==> config.mk <==
export PLATFORM = sky130hd
export DESIGN_NAME = hall_period_velocity_estimator_flat
export DESIGN_NICKNAME = d
export VERILOG_FILES = /design/src/rtl/core/hpve_pkg.sv /design/src/rtl/core/hpve_if.sv /design/src/rtl/core/hpve_div.sv /design/src/rtl/core/hall_period_velocity_estimator.sv /design/src/flat_wrapper.sv
export SDC_FILE = /design/constraint.sdc
export NUM_CORES = 1
export LEC_CHECK = 0
export CORE_MARGIN = 2
export CORE_UTILIZATION = 40
export DETAILED_ROUTE_END_ITERATION = 10
export DONT_BUFFER_PORTS = 1
export GPL_TIMING_DRIVEN = 0
export PLACE_DENSITY = 0.6
export SLEW_MARGIN = 30
export SYNTH_ARGS = -nofsm -noshare
export SYNTH_HDL_FRONTEND = slang
export SYNTH_SLANG_ARGS = --single-unit
==> constraint.sdc <==
create_clock -name clk -period 6.8 [get_ports clk]
set_input_delay 1.36 -clock clk [delete_from_list [all_inputs] [get_ports clk]]
set_output_delay 1.36 -clock clk [all_outputs]
set_load 0.05 [all_outputs]
==> src/rtl/core/hpve_pkg.sv <==
// ---------------------------------------------------------------------------
// hpve_pkg
// Shared widths, reset values and codes of the hall period velocity
// estimator.
// ---------------------------------------------------------------------------
package hpve_pkg;

    localparam int HPVE_COUNT_WIDTH    = 20;
    localparam int HPVE_GAIN_WIDTH     = 26;
    localparam int HPVE_LIMIT_WIDTH    = 16;
    localparam int HPVE_TIMEOUT_WIDTH  = 20;
    localparam int HPVE_VEL_WIDTH      = 17;
    localparam int HPVE_CODE_WIDTH     = 3;
    localparam int HPVE_CFG_IDX_WIDTH  = 2;
    localparam int HPVE_CFG_DATA_WIDTH = 26;

    localparam logic [HPVE_GAIN_WIDTH-1:0]    HPVE_GAIN_RESET    = 26'd4363635;
    localparam logic [HPVE_LIMIT_WIDTH-1:0]   HPVE_LIMIT_RESET   = 16'd64000;
    localparam logic [HPVE_TIMEOUT_WIDTH-1:0] HPVE_TIMEOUT_RESET = 20'd40000;

    // configuration register indexes
    typedef enum logic [HPVE_CFG_IDX_WIDTH-1:0] {
        HPVE_REG_VELOCITY_GAIN  = 2'd0,
        HPVE_REG_VELOCITY_LIMIT = 2'd1,
        HPVE_REG_STOP_TIMEOUT   = 2'd2
    } hpve_reg_t;

endpackage

==> src/rtl/core/hpve_if.sv <==
// ---------------------------------------------------------------------------
// hpve_if
// Valid/ready channels of the estimator: hall sample in, velocity out.
// ---------------------------------------------------------------------------
interface hpve_sample_if;
    logic valid;
    logic ready;
    logic hall_u;
    logic hall_v;
    logic hall_w;
    logic clockwise;

    modport source (output valid, output hall_u, output hall_v, output hall_w,
                    output clockwise, input ready);
    modport sink   (input valid, input hall_u, input hall_v, input hall_w,
                    input clockwise, output ready);
endinterface

interface hpve_result_if;
    logic                                        valid;
    logic                                        ready;
    logic        [hpve_pkg::HPVE_CODE_WIDTH-1:0] hall_code;
    logic signed [hpve_pkg::HPVE_VEL_WIDTH-1:0]  velocity;

    modport source (output valid, output hall_code, output velocity, input ready);
    modport sink   (input valid, input hall_code, input velocity, output ready);
endinterface

==> src/rtl/core/hpve_div.sv <==
// ---------------------------------------------------------------------------
// hpve_div
// Bit-serial restoring divider: one quotient bit per cycle.
// ---------------------------------------------------------------------------
module hpve_div #(
    parameter int DIVIDEND_WIDTH = hpve_pkg::HPVE_GAIN_WIDTH,
    parameter int DIVISOR_WIDTH  = hpve_pkg::HPVE_COUNT_WIDTH
) (
    input  logic                      clk,
    input  logic                      rst_n,
    input  logic                      start,
    input  logic [DIVIDEND_WIDTH-1:0] dividend,
    input  logic [DIVISOR_WIDTH-1:0]  divisor,
    output logic                      done,
    output logic [DIVIDEND_WIDTH-1:0] quotient
);

    localparam int CNT_WIDTH = (DIVIDEND_WIDTH > 1) ? $clog2(DIVIDEND_WIDTH) : 1;
    localparam logic [CNT_WIDTH-1:0] LAST_STEP = CNT_WIDTH'(DIVIDEND_WIDTH - 1);

    logic                      busy_reg,  busy_next;
    logic                      done_reg,  done_next;
    logic [CNT_WIDTH-1:0]      cnt_reg,   cnt_next;
    logic [DIVIDEND_WIDTH-1:0] dq_reg,    dq_next;
    logic [DIVISOR_WIDTH-1:0]  rem_reg,   rem_next;
    logic [DIVISOR_WIDTH-1:0]  dvs_reg,   dvs_next;
    logic [DIVISOR_WIDTH:0]    trial;
    logic [DIVISOR_WIDTH:0]    diff;
    logic                      qbit;

    // shift one dividend bit into the partial remainder
    assign trial = {rem_reg, dq_reg[DIVIDEND_WIDTH-1]};
    assign diff  = trial - {1'b0, dvs_reg};
    assign qbit  = !diff[DIVISOR_WIDTH];

    always_comb
    begin
        busy_next = busy_reg;
        done_next = 1'b0;
        cnt_next  = cnt_reg;
        dq_next   = dq_reg;
        rem_next  = rem_reg;
        dvs_next  = dvs_reg;
        if (start)
        begin
            busy_next = 1'b1;
            cnt_next  = '0;
            dq_next   = dividend;
            rem_next  = '0;
            dvs_next  = divisor;
        end
        else if (busy_reg)
        begin
            dq_next  = {dq_reg[DIVIDEND_WIDTH-2:0], qbit};
            rem_next = qbit ? diff[DIVISOR_WIDTH-1:0] : trial[DIVISOR_WIDTH-1:0];
            cnt_next = cnt_reg + 1'b1;
            if (cnt_reg == LAST_STEP)
            begin
                busy_next = 1'b0;
                done_next = 1'b1;
            end
        end
    end

    always_ff @(posedge clk or negedge rst_n)
    begin
        if (!rst_n)
        begin
            busy_reg <= 1'b0;
            done_reg <= 1'b0;
            cnt_reg  <= '0;
        end
        else
        begin
            busy_reg <= busy_next;
            done_reg <= done_next;
            cnt_reg  <= cnt_next;
        end
    end

    always_ff @(posedge clk)
    begin
        dq_reg  <= dq_next;
        rem_reg <= rem_next;
        dvs_reg <= dvs_next;
    end

    assign done     = done_reg;
    assign quotient = dq_reg;

endmodule

==> src/rtl/core/hall_period_velocity_estimator.sv <==
// ---------------------------------------------------------------------------
// hall_period_velocity_estimator
// Times W hall half periods in sample ticks and turns them into a signed
// velocity (rpm, four fractional bits) with a bit-serial divider.
// ---------------------------------------------------------------------------
// Usage:
//   samples : one transfer per sample tick carrying hall_u/v/w and clockwise.
//   result  : one transfer per sample, hall_code (U,V,W) and held velocity.
//   cfg_*   : write velocity_gain, velocity_limit, stop_timeout by index while
//             the block is idle; an unknown index is dropped.
// Timing:
//   A tick without a W edge, or an edge with a zero count, passes through
//   the ST_DONE state into the result register, and the next sample is
//   taken only after the block has returned to idle.
//   A W edge with a nonzero count runs the serial divider, one quotient bit
//   per cycle over the 26 gain bits, then passes ST_DONE into the result
//   register; the block takes no new sample until it has returned to idle.
// Reset clears the tick counter, the stored W level and the held velocity,
// and loads the default gain, limit and timeout.
// A stalled receiver holds the result register; one more sample may still
// be processed and then waits until the register drains.
// ---------------------------------------------------------------------------
module hall_period_velocity_estimator #(
    parameter int COUNT_WIDTH = hpve_pkg::HPVE_COUNT_WIDTH
) (
    input  logic                                     clk,
    input  logic                                     rst_n,
    hpve_sample_if.sink                              samples,
    hpve_result_if.source                            result,
    input  logic                                     cfg_we,
    input  logic [hpve_pkg::HPVE_CFG_IDX_WIDTH-1:0]  cfg_index,
    input  logic [hpve_pkg::HPVE_CFG_DATA_WIDTH-1:0] cfg_data
);

    localparam int GAIN_W  = hpve_pkg::HPVE_GAIN_WIDTH;
    localparam int LIMIT_W = hpve_pkg::HPVE_LIMIT_WIDTH;
    localparam int TOUT_W  = hpve_pkg::HPVE_TIMEOUT_WIDTH;
    localparam int VEL_W   = hpve_pkg::HPVE_VEL_WIDTH;
    localparam int CODE_W  = hpve_pkg::HPVE_CODE_WIDTH;
    // compare width for count + 1 against the timeout
    localparam int CMP_W   = (COUNT_WIDTH + 1 > TOUT_W) ? COUNT_WIDTH + 1 : TOUT_W;

    typedef enum logic [2:0] {
        ST_IDLE   = 3'b001,
        ST_DIVIDE = 3'b010,
        ST_DONE   = 3'b100
    } state_t;

    state_t                    state_reg, state_next;

    // configuration
    logic [GAIN_W-1:0]         gain_reg;
    logic [LIMIT_W-1:0]        limit_reg;
    logic [TOUT_W-1:0]         timeout_reg;

    // tracking state
    logic [COUNT_WIDTH-1:0]    count_reg,  count_next;
    logic                      last_w_reg, last_w_next;
    logic [VEL_W-1:0]          held_reg,   held_next;

    // item in flight
    logic [CODE_W-1:0]         code_reg,   code_next;
    logic                      cw_reg,     cw_next;
    logic [VEL_W-1:0]          res_reg,    res_next;

    // output register
    logic                      out_valid_reg, out_valid_next;
    logic [CODE_W-1:0]         out_code_reg,  out_code_next;
    logic [VEL_W-1:0]          out_vel_reg,   out_vel_next;

    logic                      accept;
    logic                      out_free;
    logic [COUNT_WIDTH:0]      count_inc;
    logic                      timeout_hit;
    logic                      div_start;
    logic                      div_done;
    logic [GAIN_W-1:0]         quotient;
    logic [LIMIT_W-1:0]        magnitude;
    logic [VEL_W-1:0]          mag_ext;
    logic [VEL_W-1:0]          signed_vel;

    assign accept   = samples.valid && samples.ready;
    assign out_free = !out_valid_reg || result.ready;

    assign samples.ready = (state_reg == ST_IDLE);

    assign count_inc   = {1'b0, count_reg} + 1'b1;
    assign timeout_hit = CMP_W'(count_inc) > CMP_W'(timeout_reg);

    // clamp the quotient, then negate for clockwise rotation
    assign magnitude  = (quotient > GAIN_W'(limit_reg)) ? limit_reg : quotient[LIMIT_W-1:0];
    assign mag_ext    = {{(VEL_W - LIMIT_W){1'b0}}, magnitude};
    assign signed_vel = cw_reg ? (~mag_ext + 1'b1) : mag_ext;

    hpve_div #(
        .DIVIDEND_WIDTH (GAIN_W),
        .DIVISOR_WIDTH  (COUNT_WIDTH)
    ) u_div (
        .clk      (clk),
        .rst_n    (rst_n),
        .start    (div_start),
        .dividend (gain_reg),
        .divisor  (count_reg),
        .done     (div_done),
        .quotient (quotient)
    );

    always_comb
    begin
        state_next     = state_reg;
        count_next     = count_reg;
        last_w_next    = last_w_reg;
        held_next      = held_reg;
        code_next      = code_reg;
        cw_next        = cw_reg;
        res_next       = res_reg;
        out_code_next  = out_code_reg;
        out_vel_next   = out_vel_reg;
        out_valid_next = out_valid_reg && !result.ready;
        div_start      = 1'b0;

        unique case (state_reg)
            ST_IDLE:
            begin
                if (accept)
                begin
                    code_next = {samples.hall_u, samples.hall_v, samples.hall_w};
                    cw_next   = samples.clockwise;
                    state_next = ST_DONE;
                    if (samples.hall_w == last_w_reg)
                    begin
                        if (timeout_hit)
                        begin
                            // motor stopped: drop count and velocity
                            count_next = '0;
                            held_next  = '0;
                            res_next   = '0;
                        end
                        else
                        begin
                            // saturate at full scale
                            count_next = count_inc[COUNT_WIDTH] ? '1
                                                                : count_inc[COUNT_WIDTH-1:0];
                            res_next   = held_reg;
                        end
                    end
                    else
                    begin
                        last_w_next = samples.hall_w;
                        count_next  = '0;
                        if (count_reg != '0)
                        begin
                            // divider latches count_reg before it clears
                            div_start  = 1'b1;
                            state_next = ST_DIVIDE;
                        end
                        else
                        begin
                            held_next = '0;
                            res_next  = '0;
                        end
                    end
                end
            end
            ST_DIVIDE:
            begin
                if (div_done)
                begin
                    held_next  = signed_vel;
                    res_next   = signed_vel;
                    state_next = ST_DONE;
                end
            end
            ST_DONE:
            begin
                if (out_free)
                begin
                    out_valid_next = 1'b1;
                    out_code_next  = code_reg;
                    out_vel_next   = res_reg;
                    state_next     = ST_IDLE;
                end
            end
            default:
            begin
                state_next = ST_IDLE;
            end
        endcase
    end

    always_ff @(posedge clk or negedge rst_n)
    begin
        if (!rst_n)
        begin
            state_reg     <= ST_IDLE;
            count_reg     <= '0;
            last_w_reg    <= 1'b0;
            held_reg      <= '0;
            out_valid_reg <= 1'b0;
        end
        else
        begin
            state_reg     <= state_next;
            count_reg     <= count_next;
            last_w_reg    <= last_w_next;
            held_reg      <= held_next;
            out_valid_reg <= out_valid_next;
        end
    end

    // configuration registers
    always_ff @(posedge clk or negedge rst_n)
    begin
        if (!rst_n)
        begin
            gain_reg    <= hpve_pkg::HPVE_GAIN_RESET;
            limit_reg   <= hpve_pkg::HPVE_LIMIT_RESET;
            timeout_reg <= hpve_pkg::HPVE_TIMEOUT_RESET;
        end
        else if (cfg_we)
        begin
            unique case (cfg_index)
                hpve_pkg::HPVE_REG_VELOCITY_GAIN:  gain_reg    <= cfg_data[GAIN_W-1:0];
                hpve_pkg::HPVE_REG_VELOCITY_LIMIT: limit_reg   <= cfg_data[LIMIT_W-1:0];
                hpve_pkg::HPVE_REG_STOP_TIMEOUT:   timeout_reg <= cfg_data[TOUT_W-1:0];
                default:
                begin
                    // unknown index: drop the write
                end
            endcase
        end
    end

    // payload, no reset
    always_ff @(posedge clk)
    begin
        code_reg     <= code_next;
        cw_reg       <= cw_next;
        res_reg      <= res_next;
        out_code_reg <= out_code_next;
        out_vel_reg  <= out_vel_next;
    end

    assign result.valid     = out_valid_reg;
    assign result.hall_code = out_code_reg;
    assign result.velocity  = out_vel_reg;

endmodule
==> src/flat_wrapper.sv <==
// flat-port wrapper written by rule: the top's interface ports become plain ports
module hall_period_velocity_estimator_flat 
#(
    parameter int COUNT_WIDTH = hpve_pkg::HPVE_COUNT_WIDTH
)
  (clk, rst_n, cfg_we, cfg_index, cfg_data, samples_valid, samples_hall_u, samples_hall_v, samples_hall_w, samples_clockwise, samples_ready, result_valid, result_hall_code, result_velocity, result_ready);
  hpve_sample_if samples_i ();
  hpve_result_if result_i ();
  input  logic clk;
  input  logic rst_n;
  input  logic cfg_we;
  input  logic [hpve_pkg::HPVE_CFG_IDX_WIDTH-1:0] cfg_index;
  input  logic [hpve_pkg::HPVE_CFG_DATA_WIDTH-1:0] cfg_data;
  input wire logic [$bits(samples_i.valid)-1:0] samples_valid;
  input wire logic [$bits(samples_i.hall_u)-1:0] samples_hall_u;
  input wire logic [$bits(samples_i.hall_v)-1:0] samples_hall_v;
  input wire logic [$bits(samples_i.hall_w)-1:0] samples_hall_w;
  input wire logic [$bits(samples_i.clockwise)-1:0] samples_clockwise;
  output wire logic [$bits(samples_i.ready)-1:0] samples_ready;
  output wire logic [$bits(result_i.valid)-1:0] result_valid;
  output wire logic [$bits(result_i.hall_code)-1:0] result_hall_code;
  output wire logic [$bits(result_i.velocity)-1:0] result_velocity;
  input wire logic [$bits(result_i.ready)-1:0] result_ready;
  assign samples_i.valid = samples_valid;
  assign samples_i.hall_u = samples_hall_u;
  assign samples_i.hall_v = samples_hall_v;
  assign samples_i.hall_w = samples_hall_w;
  assign samples_i.clockwise = samples_clockwise;
  assign samples_ready = samples_i.ready;
  assign result_valid = result_i.valid;
  assign result_hall_code = result_i.hall_code;
  assign result_velocity = result_i.velocity;
  assign result_i.ready = result_ready;
  hall_period_velocity_estimator #(.COUNT_WIDTH(COUNT_WIDTH)) u_core (.clk(clk), .rst_n(rst_n), .samples(samples_i), .result(result_i), .cfg_we(cfg_we), .cfg_index(cfg_index), .cfg_data(cfg_data));
endmodule
==> results <==
- The worst path in the final design needs a cycle of 4.782 ns, including I/O delays and setup.
- The fmax is 0.2091 GHz.
- The cell sitting at the root of the clock tree is a sky130_fd_sc_hd__clkbuf_16.
- Detailed placement ended at an HPWL of 19700 um.
- The cell type of the slowest stage on the worst timing path is sky130_fd_sc_hd__o21ai_1.
- Of all nets on the critical path, the largest fanout is 10.
- The total setup buffers inserted after CTS is 0.
- The maximum number of pins on one net before global-route repair is 112.
- The analysis attributes to cell leakage a power of 5.534 nW.
- After synthesis, the cell types taking the most area are sky130_fd_sc_hd__edfxtp_1, sky130_fd_sc_hd__dfrtp_1, sky130_fd_sc_hd__ha_1.
- The library cell with the largest summed area after synthesis is sky130_fd_sc_hd__edfxtp_1.
- The signal on the critical path passes through ha_1 > nand2_1 > nor3_2 > nand2_1 > nor3_2 > and2_1 > and3_1 > xor2_1 > ha_1 > a21o_1 > a21oi_1 > o2111ai_1 > a21oi_1 > o211ai_1 > o21ai_1 > buf_2 > nand2_1 > o21ai_0.
- At the end of routability-driven placement, the weighted congestion stood at 0.8305.
- In this run, synthesis produced a sequential element count of 218.
- The number of nets in the synthesized netlist is around 1200.
- Power spread over the standard cell area amounts to roughly 440 nW/um2.
- In this run the cell area of the synthesized design comes to 11510 um2.
- The average routed wire per standard cell is 17.49 um.
- The first detailed-routing pass took 5 iterations.
- The tightest hold path in the finished design has a slack of 0.4161 ns.
- The setup slack after layout is between 2 and 2.5 ns.
- The worst slew margin relative to its limit is 0.4371.
- After synthesis, the share of flip-flops with an asynchronous set or reset is 0.5092.
- The number of design rule violations left after detail routing is 0.
- In this run the number of H-tree levels came out at 1.
- Counting stages on the worst path, the most repeated cell is sky130_fd_sc_hd__nand2_1.
- The detailed router placed around 8000 vias in this run.
- The global-route wire length before repair is 43070 um.
- For the worst setup path, the data required time is 7.23 ns.
- Grouping stages by cell kind, the critical path spends the most delay in compound AO/OA/AOI/OAI gates.
- The core region is 28550 um2.
- The DRC violation total after the first TritonRoute iteration is 669.
- Synthesis produced a netlist whose cell count is 1086.
- The later pin in the worst-skew pair is clocked with a latency of 0.53 ns.
- Data arrives at the worst endpoint at between 5 and 6 ns.
- The number of maximum-capacitance constraint violations is 0.
- Dividing the final minimum period by the clock period gives 0.7032.
- The number of endpoints with negative hold slack in the final report is 0.
- The worst setup path is of the register to register kind.
- STA classifies the critical path endpoint as a register.
- After clock tree synthesis, the flow added hold-fix buffers numbering 0.
- Across the VDD grid, the largest voltage drop is around 0.23 mV.
- Buffers inserted during clock tree synthesis total 25.
- Leaving out fill and tap cells, the most frequent cell in the layout is sky130_fd_sc_hd__nand2_1.
- Counting the fill cells in the layout gives 2754.
- Pin placement for this block handled 59 I/O pins.
- The flow ran to the end, and the final reports show no timing, DRC or antenna violations.
- The worst setup path is launched from a register.
- The initial utilization of the core area, before any placement, comes to 0.4031.
- On the final layout, the worst clock skew is 0.01701 ns.
- The count of cells resized by post-cts repair is 0.
- 0 antenna diodes ended up in the layout.
- The die is 173.6 um tall.
- Summing all flip-flop and latch instances after layout gives 5819 um2.
- The chip width is 173.6 um.
- Prior to clock tree synthesis, the placed netlist has a worst setup slack of just over 2 ns.
- Summing all multi-input logic gate instances after layout gives 5228 um2.
- The final-report setup violation count is 0.
- Of the post-synthesis cell area, the dominant cell type holds 0.2271.
- The via count normalized by instance count is about 5.3.
- The classification of the worst-slack hold path is register to register.
- The commonest register cell after synthesis is sky130_fd_sc_hd__dfrtp_1.
- The number of global-route vias before repair was 7794.
- The area growth from synthesis to layout is 12.44%.
- Setup total negative slack on the finished layout was measured at 0 ns.
- The total count of max-transition violations in the final report is 0.
- In the global route stage, overall resource usage came out at 0.1778.
- A synthesized cell averages 10.59 um2.
- The clock passes through at most 3 buffers.
- The total overflow left after global routing is 0.
- The CTS tree is built.
- The maximum single-stage delay on the critical path is slightly below 0.6 ns.
- The number of flops mapped to enable cells by yosys is 87.
- In this run the tool buffered the top-level ports with 0 buffer cells.
- The row count is 62.
- The post-detailed-routing wire length is roughly 27000 um.
- In the layout the commonest cells are sky130_fd_sc_hd__nand2_1, sky130_fd_sc_hd__dfrtp_1, sky130_fd_sc_hd__edfxtp_1.
- The number of warning messages in the yosys log is 0.
- The number of buffers and inverters on the critical path is 1.
- The sequential element share of the synthesized area is 0.5058.
- Setup repair after global routing left no endpoint under its margin.
- The initial antenna violation count is 1.
- The share of post-route cells with drive strength above 1 is 0.1532.
- The slew at the pin with the worst max-slew slack is about 0.84 ns.
- The total die area is 30140 um2.
- The clock-pin slew reported for the worst setup and hold paths after clock tree synthesis is 0.06 ns.
- After synthesis, the netlist uses 69 different library cells.
- The count of nets left with antenna violations once routing finished came out at 0.
- The completed layout was analyzed and its total power is 5.757 mW.
- The clock net sink count is 218.
- The final-stage net count is 1216.
## through the flow
step | cells | utilization | instance area, um2
2_1_floorplan | 1086 | - | 11510
3_3_place_gp | 1470 | 0.4199 | 11990
3_5_place_dp | 1474 | 0.4226 | 12060
4_1_cts | 1520 | 0.4532 | 12940
5_1_grt | 1520 | 0.4532 | 12940
6_report | 1520 | 0.4532 | 12940
## power breakdown
part / total (mW) / switching [mW] / internal, mW
sequential: 2.19 / 0.350 / 1.84
combinational: 2.15 / 1.22 / 0.937
clock: 1.41 / 0.549 / 0.863
## per-layer routing
| metal | global-route usage | part of all wire | wire length (um) | vias up |
|---|---|---|---|---|
| met1 | 0.2624 | 0.49 | 12970 | 3923 |
| met4 | 0.04552 | 0.021 | 564 | 0 |
| li1 | - | - | - | 3937 |
| met3 | 0.03553 | 0.063 | 1674 | 34 |
| met2 | 0.2678 | 0.43 | 11380 | 222 |
| met5 | 0 | 0 | 0 | - |
## Yosys cell counts (all sizes together), types with 15 or more instances
cell	instances
nand2	170
dfrtp	88
edfxtp	87
o21ai	82
inv	70
mux2	66
ha	61
nor2	48
xnor2	48
a21oi	44
clkbuf	32
dfstp	23
mux2i	22
dfxtp	20
a21o	18
xor2	15
## worst paths after layout
| kind | startpoint | endpoint | slack, ns | cells after the start |
|---|---|---|---|---|
| setup / recovery | u_core.count_reg[0] | u_core.held_reg[14] | 2.02 | 18 |
| hold / removal | u_core.res_reg[7] | u_core.result.velocity[7] | 0.42 | 0 |
| setup reg to reg | u_core.count_reg[0] | u_core.held_reg[14] | 2.02 | 18 |
| hold reg to reg | u_core.res_reg[7] | u_core.result.velocity[7] | 0.42 | 0 |
| max in group asynchronous | rst_n | u_core.gain_reg[17] | 5.96 | 0 |
| min in group asynchronous | rst_n | u_core.held_reg[13] | 0.54 | 0 |
## kinds of logic (layout without fill, tap and decap cells)
kind of cell / after synthesis / count (layout) / share of synthesized area
and+or+nand+nor: 315 / 315 / 0.1257
xor gates and xnor gates: 63 / 63 / 0.04796
DFF: 218 / 218 / 0.5058
AOI/OAI and AO/OA: 226 / 226 / 0.1266
muxes: 88 / 88 / 0.08373
adders and majority gates: 62 / 62 / 0.06807
buffers and inverters: 114 / 164 / 0.04219
## cell type report
| cell class | count | area share |
|---|---|---|
| clock inverter | 16 | 0.01538 |
| tap | 384 | 0.03714 |
| clock buffer | 30 | 0.05213 |
| inverter | 71 | 0.02060 |
| buffer | 43 | 0.01702 |
| multi-input combinational | 754 | 0.4041 |
| timing repair buffer | 4 | 0.003868 |
| sequential | 218 | 0.4498 |
## worst register-to-register path, delay by kind of cell (launching register included)
kind | cells | cell delay [ns]
adders and majority gates | 2 | 0.56
DFF | 1 | 0.50
buffers and inverters | 1 | 0.34
AOI/OAI and AO/OA | 7 | 1.67
and+or+nand+nor | 7 | 1.44
xor gates and xnor gates | 1 | 0.18
(Power assumes the default switching activity.)
